===== src/hw/rtl/spf_pkg.sv =====
// ============================================================================
// spf_pkg
// Shared types and constants of the smallest-prime-factor factorizer.
// ============================================================================
package spf_pkg;

    // Width of a table entry, a queried value and a factor
    localparam int VAL_W = 16;

    // Width of the sieving prime counter; sieving stops once i*i passes the
    // bound, so i never exceeds 256 for a 16-bit bound
    localparam int SIEVE_W = 9;

    // Input command codes
    localparam logic CMD_BUILD = 1'b0;
    localparam logic CMD_QUERY = 1'b1;

    // Result status codes
    typedef enum logic [2:0] {
        STAT_FACTOR   = 3'd0,
        STAT_NONE     = 3'd1,
        STAT_RANGE    = 3'd2,
        STAT_NOTBUILT = 3'd3,
        STAT_DONE     = 3'd4
    } status_t;

    // Sequencer states
    typedef enum logic [3:0] {
        ST_IDLE,
        ST_INIT,
        ST_SV_RD,
        ST_SV_CHK,
        ST_SV_J,
        ST_BLD_DONE,
        ST_EMIT1,
        ST_Q_RD,
        ST_Q_WAIT,
        ST_Q_DIV,
        ST_Q_EMIT
    } state_t;

    // Divider status seen by the sequencer
    typedef struct packed {
        logic busy;
        logic done;
    } div_stat_t;

endpackage


===== src/hw/rtl/spf_div.sv =====
// ============================================================================
// spf_div
// Restoring unsigned divider, one quotient bit per cycle.
// ============================================================================
module spf_div (
    input  logic                      aclk,
    input  logic                      aresetn,
    input  logic                      start,
    input  logic [spf_pkg::VAL_W-1:0] dividend,
    input  logic [spf_pkg::VAL_W-1:0] divisor,
    output logic [spf_pkg::VAL_W-1:0] quotient,
    output spf_pkg::div_stat_t        stat
);

    localparam int VW = spf_pkg::VAL_W;
    localparam int CW = $clog2(VW + 1);

    logic [VW-1:0] q_reg, q_next;
    logic [VW:0]   r_reg, r_next;
    logic [VW-1:0] d_reg, d_next;
    logic [CW-1:0] cnt_reg, cnt_next;
    logic          busy_reg, busy_next;
    logic          done_reg, done_next;
    logic [VW:0]   shifted;

    // One restoring step per cycle
    always_comb begin
        q_next    = q_reg;
        r_next    = r_reg;
        d_next    = d_reg;
        cnt_next  = cnt_reg;
        busy_next = busy_reg;
        done_next = 1'b0;
        shifted   = {r_reg[VW-1:0], q_reg[VW-1]};
        if (start) begin
            q_next    = dividend;
            r_next    = '0;
            d_next    = divisor;
            cnt_next  = CW'(VW);
            busy_next = 1'b1;
        end else if (busy_reg) begin
            if (shifted >= {1'b0, d_reg}) begin
                r_next = shifted - {1'b0, d_reg};
                q_next = {q_reg[VW-2:0], 1'b1};
            end else begin
                r_next = shifted;
                q_next = {q_reg[VW-2:0], 1'b0};
            end
            cnt_next = cnt_reg - CW'(1);
            if (cnt_reg == CW'(1)) begin
                busy_next = 1'b0;
                done_next = 1'b1;
            end
        end
    end

    always_ff @(posedge aclk) begin
        if (!aresetn) begin
            busy_reg <= 1'b0;
            done_reg <= 1'b0;
            cnt_reg  <= '0;
        end else begin
            busy_reg <= busy_next;
            done_reg <= done_next;
            cnt_reg  <= cnt_next;
        end
        q_reg <= q_next;
        r_reg <= r_next;
        d_reg <= d_next;
    end

    assign quotient  = q_reg;
    assign stat.busy = busy_reg;
    assign stat.done = done_reg;

endmodule


===== config.mk =====
export PLATFORM = sky130hd
export DESIGN_NAME = spf_div
export DESIGN_NICKNAME = d
export VERILOG_FILES = /design/src/hw/rtl/spf_pkg.sv /design/src/hw/rtl/spf_div.sv
export SDC_FILE = /design/constraint.sdc
export NUM_CORES = 1
export LEC_CHECK = 0
export BUFFER_PORTS_ARGS = -buffer_cell sky130_fd_sc_hd__buf_2
export CELL_PAD_IN_SITES_DETAIL_PLACEMENT = 2
export CELL_PAD_IN_SITES_GLOBAL_PLACEMENT = 2
export CORE_AREA = 2 2 98 100
export CTS_BUF_LIST = sky130_fd_sc_hd__clkbuf_8
export CTS_CLUSTER_SIZE = 20
export DETAILED_ROUTE_END_ITERATION = 7
export DIE_AREA = 0 0 100 102
export GPL_TIMING_DRIVEN = 0
export PLACE_DENSITY_LB_ADDON = 0.1
export SETUP_SLACK_MARGIN = 0.3
export SLEW_MARGIN = 30
export SYNTH_ARGS = -nofsm -noshare
export SYNTH_HDL_FRONTEND = slang
export SYNTH_SLANG_ARGS = --single-unit

===== constraint.sdc =====
create_clock -name aclk -period 2.8 [get_ports aclk]
set_clock_uncertainty 0.2 [all_clocks]
set_input_delay 0.14 -clock aclk [delete_from_list [all_inputs] [get_ports aclk]]
set_output_delay 0.14 -clock aclk [all_outputs]
set_load 0.03 [all_outputs]

## Word-level counts from Yosys, hierarchy flattened

Index checks and enable logic that the tools add are counted.
W data, S select, Z words.

| word-level totals | value |
|---|---|
| bits in registers | 55 |
| bits in latches | 0 |
| RAM bits | 0 |
| memory bits (read-only) | 0 |
| input bits | 35 |
| output and inout bits | 18 |
| word-level logic and storage cells | 26 |
| memories | 0 |

| cells by class | value |
|---|---|
| $add $sub $neg | 2 |
| multiply operators | 0 |
| div/mod/pow operators | 0 |
| magnitude comparators | 1 |
| equality and inequality tests | 1 |
| shift-type cells | 0 |
| muxes and demuxes | 10 |
| bitwise operators | 2 |
| reductions and logical operators | 3 |

Operator list:

| operator | count |
|---|---|
| $mux W16 | 3 |
| $ge A17 B16 Y1 | 1 |
| $sub A16 B16 Y16 | 1 |
| $mux W5 | 2 |
| $eq A5 B1 Y1 const B | 1 |
| $mux W1 | 5 |
| $sub A5 B1 Y5 const B | 1 |
| $reduce_or A3 Y1 | 1 |
| $not A1 Y1 | 2 |
| $reduce_bool A2 Y1 | 1 |
| $reduce_or A2 Y1 | 1 |

## Depth between registers and ports, before layout

| logic depth | value |
|---|---|
| word-level depth | 4 |
| depth in mapped cells | 10 |
| mapped depth without buffers | 9 |

## Worst setup path after synthesis

No wires, ideal clock.

| timing path | value |
|---|---|
| kind | register to register |
| start | register q_reg[15], in the netlist quotient[15] |
| end | register r_reg[1] |
| setup time | 0.095 ns |
| data arrival time | 2.204 ns |
| required time | 2.505 ns |
| path slack | 0.301 ns |
| cell stages (with the launch flop) | 9 |
| cell sequence | edfxtp_1 -> inv_1 -> ha_1 -> nand2b_1 -> a211oi_2 -> o21ai_1 -> a31o_2 -> a2111o_1 -> o311ai_1 |

| on the way | value |
|---|---|
| cells in the longest elaborated chain, start to end | 2 |

Ends and longest elaborated chain:

| item | line | text |
|---|---|---|
| from (decl) | spf_div.sv:18 | `logic [VW-1:0] q_reg, q_next;` |
| from (signal assigned) | spf_div.sv:67 | `q_reg <= q_next;` |
| $sub A16 B16 Y16 or $ge A17 B16 Y1 (tied branches) | spf_div.sv:43, spf_div.sv:42 |  |
| $mux W16 (*) | spf_div.sv:42 | `if (shifted >= {1'b0, d_reg}) begin` |
| to (signal assigned) | spf_div.sv:68 | `r_reg <= r_next;` |
| to (decl) | spf_div.sv:19 | `logic [VW:0] r_reg, r_next;` |

Every way passes the cells marked *; elsewhere a longest branch is shown, timed or not.
A chain may end at the register's enable or synchronous reset.

## Worst setup path in the final report

| timing path | value |
|---|---|
| start | register d_reg[6] |
| end | register r_reg[1] |

| on the way | value |
|---|---|
| cells in the longest elaborated chain, start to end | 2 |

Ends and longest elaborated chain:

| item | line | text |
|---|---|---|
| from (decl) | spf_div.sv:20 | `logic [VW-1:0] d_reg, d_next;` |
| from (signal assigned) | spf_div.sv:69 | `d_reg <= d_next;` |
| $ge A17 B16 Y1 | spf_div.sv:42 |  |
| $mux W16 | spf_div.sv:42 |  |

Every way passes these cells.

==> flow_metrics.env <==
export IMPL_fp_dieH_um=102
export IMPL_syn_area_um2=3311
export IMPL_die_x_um=100
export IMPL_rsz0062_at_grt="yes"
export IMPL_cts_tree="yes"
export IMPL_drt_first_pass_iters=4
export IMPL_synth_ff_type="edfxtp_1"
export IMPL_seq_area_frac_synth_pct=42.93
export IMPL_outcome="completed"
export IMPL_rows=35
export IMPL_fmax_mhz=370.5
export IMPL_grt_max_degree=18
export IMPL_grt_antenna_before_repair=0
export IMPL_nNetsFinal=498
export IMPL_layout_common_cells="buf_2 (54), dlygate4sd3_1 (33), edfxtp_1 (32)"
export IMPL_synth_edff_count=32
export IMPL_slew_headroom_pct=49.55
export IMPL_ys_seq_elements=55
export IMPL_clock_path_buffers=2
export IMPL_clk_latency_ns=0.32
export IMPL_finalHoldViolations=0
export IMPL_critPathKind="flip-flop to flip-flop"
export IMPL_routed_wl_um=12610
export IMPL_cp_slowest_cell="or4_4"
export IMPL_cts_made_buffers=5
export IMPL_drive_above_1_share_pct=34.83
export IMPL_grt_pass1_vias=3452
export IMPL_start_util_pct=36.35
export IMPL_min_period_over_period_pct=96.38
export IMPL_ios=53
export IMPL_r2r_start="d_reg[6]"
export IMPL_whs_ns=0.1226
export IMPL_crit_family="compound AO/OA/AOI/OAI gates"
export IMPL_cp_cell_sequence="inv_2, ha_4, buf_6, nand4_1, or4_4, buf_4, a31o_4, a2111o_1, o311ai_2"
export IMPL_crit_cells=9
export IMPL_cp_buffers_inverters=3
export IMPL_post_dp_hpwl_um=7705
export IMPL_dieArea_um2=10200
export IMPL_peakVddDrop_v=0.0002290
export IMPL_gr_usage_all_layers_pct=24.42
export IMPL_clkTransAtPathRegs_ns=0.11
export IMPL_leakage_nw=1.877
export IMPL_port_buffers=52
export IMPL_route_detailed_drc=0
export IMPL_dpl_worst_slack_ns=-0.2927
export IMPL_grt_ovfl_total=0
export IMPL_yosys_warnings=0
export IMPL_end_kind="flip-flop"
export IMPL_synth_distinct_cells=63
export IMPL_max_stage_delay_ns=0.58
export IMPL_syn_inst=331
export IMPL_finalWorstSetupSlack_ns=0.1013
export IMPL_wl_per_cell_um=22.67
export IMPL_cp_start_kind="flip-flop"
export IMPL_numClockSinks=55
export IMPL_min_path_cells=1
export IMPL_required_ns=2.82
export IMPL_hold_class="input port to flip-flop"
export IMPL_r2r_cells=9
export IMPL_synthesis_nets=385
export IMPL_path_max_fanout=4
export IMPL_hp_start="start"
export IMPL_layout_commonest_cell="buf_2"
export IMPL_core_area_um2=9109
export IMPL_vias=3163
export IMPL_via_per_inst=5.689
export IMPL_drt_iter0_drc=102
export IMPL_antenna_left=0
export IMPL_syn_area_per_cell_um2=10.00
export IMPL_cts_root_buf="clkbuf_8"
export IMPL_setup_viol=0
export IMPL_min_period_ns=2.699
export IMPL_antennaDiodeCount=0
export IMPL_critPathLaunch="d_reg[6]"
export IMPL_synthArstFlopShare_pct=0
export IMPL_grt_pass1_wl_um=19260
export IMPL_syn2layout_area_growth_pct=38.32
export IMPL_power_density_nw_per_um2=498.7
export IMPL_cap_violations=0
export IMPL_worst_slew_pin_slew_ns=0.7568
export IMPL_critPathArrivalTime_ns=2.72
export IMPL_drv_slew=0
export IMPL_gp_congestion=0.7816
export IMPL_h_tree_depth=2
## worst paths after layout
| check | endpoint | slack [ns] |
|---|---|---|
| hold / removal | d_reg[6] | 0.12 |
| setup / recovery | r_reg[1] | 0.10 |
| hold reg to reg | cnt_reg[1] | 0.31 |
| setup reg to reg | r_reg[1] | 0.10 |
## cell type report
class                           count  area [um^2]
Fill cell                         944         4529
Multi-Input combinational cell    232         1916
Sequential cell                    55         1429
Timing Repair Buffer              106        775.7
Buffer                             22        152.6
Tap cell                          111        138.9
Inverter                           22        82.58
Clock buffer                        5        68.82
Clock inverter                      3        16.27
## cells in the mapped netlist, drive strengths merged, types with 10 or more instances
master   n  area share (%)
inv     22             2.5
mux2    16             5.4
a311oi  10             3.0
a21oi   13             2.1
ha      18             6.8
buf     13             2.4
nand2   20             2.3
o21ai   21             3.2
edfxtp  32              29
nand3   14             2.1
nor2    25             2.8
dfxtp   23              14
## through the flow
| step | cells | area [um^2] | power [mW] | setup TNS (ns) | utilization (%) |
|---|---|---|---|---|---|
| floorplan | 331 | 3311 | 1.430 | 0 | - |
| global placement | 494 | 3710 | 1.613 | -1.452 | 40.73 |
| detailed placement | 494 | 3710 | 1.639 | -2.776 | 40.73 |
| CTS | 549 | 4403 | 2.224 | 0 | 48.34 |
| global route | 556 | 4579 | 2.396 | 0 | 50.27 |
| finish | 556 | 4579 | 2.284 | 0 | 50.27 |
## worst reg2reg max path, cell delays in order (launching register included)
cell	delay, ns
edfxtp_1	0.38
inv_2	0.06
ha_4	0.26
buf_6	0.10
nand4_1	0.13
or4_4	0.58
buf_4	0.16
a31o_4	0.25
a2111o_1	0.43
o311ai_2	0.07
## routing by layer
metal | track usage (%) | wire, um | vias up
met5 | 0 | 0 | -
met4 | 6.849 | 137 | 0
met3 | 3.078 | 418 | 12
met2 | 42.62 | 6516 | 75
met1 | 32.04 | 5535 | 1618
li1 | - | - | 1458
## logic make-up after synthesis
group           synth area share [%]
xor+xnor                       3.175
simple gates                   14.44
mux                            5.442
flops                          42.93
compound gates                 20.67
buf+inv                        5.933
fa+ha+maj                      7.408
## repair_timing
action | 4_1_cts | 5_1_grt
hold buffers | 33 | 0
setup buffers | 13 | 7
gates resized for setup | 45 | 21
pin swaps | 13 | 14
endpoints found under the setup margin | 17 | 17
hold endpoints to repair | 34 | 0
gates cloned | 1 | 0
## report_power, final
group | internal [mW] | leakage (nW) | switching, mW | total [mW]
combinational | 0.345 | 1.32 | 0.484 | 0.829
sequential | 0.936 | 0.509 | 0.0531 | 0.990
clock | 0.173 | 0.0470 | 0.291 | 0.465
total | 1.45 | 1.88 | 0.829 | 2.28
Power figures use the tool's default switching activity.
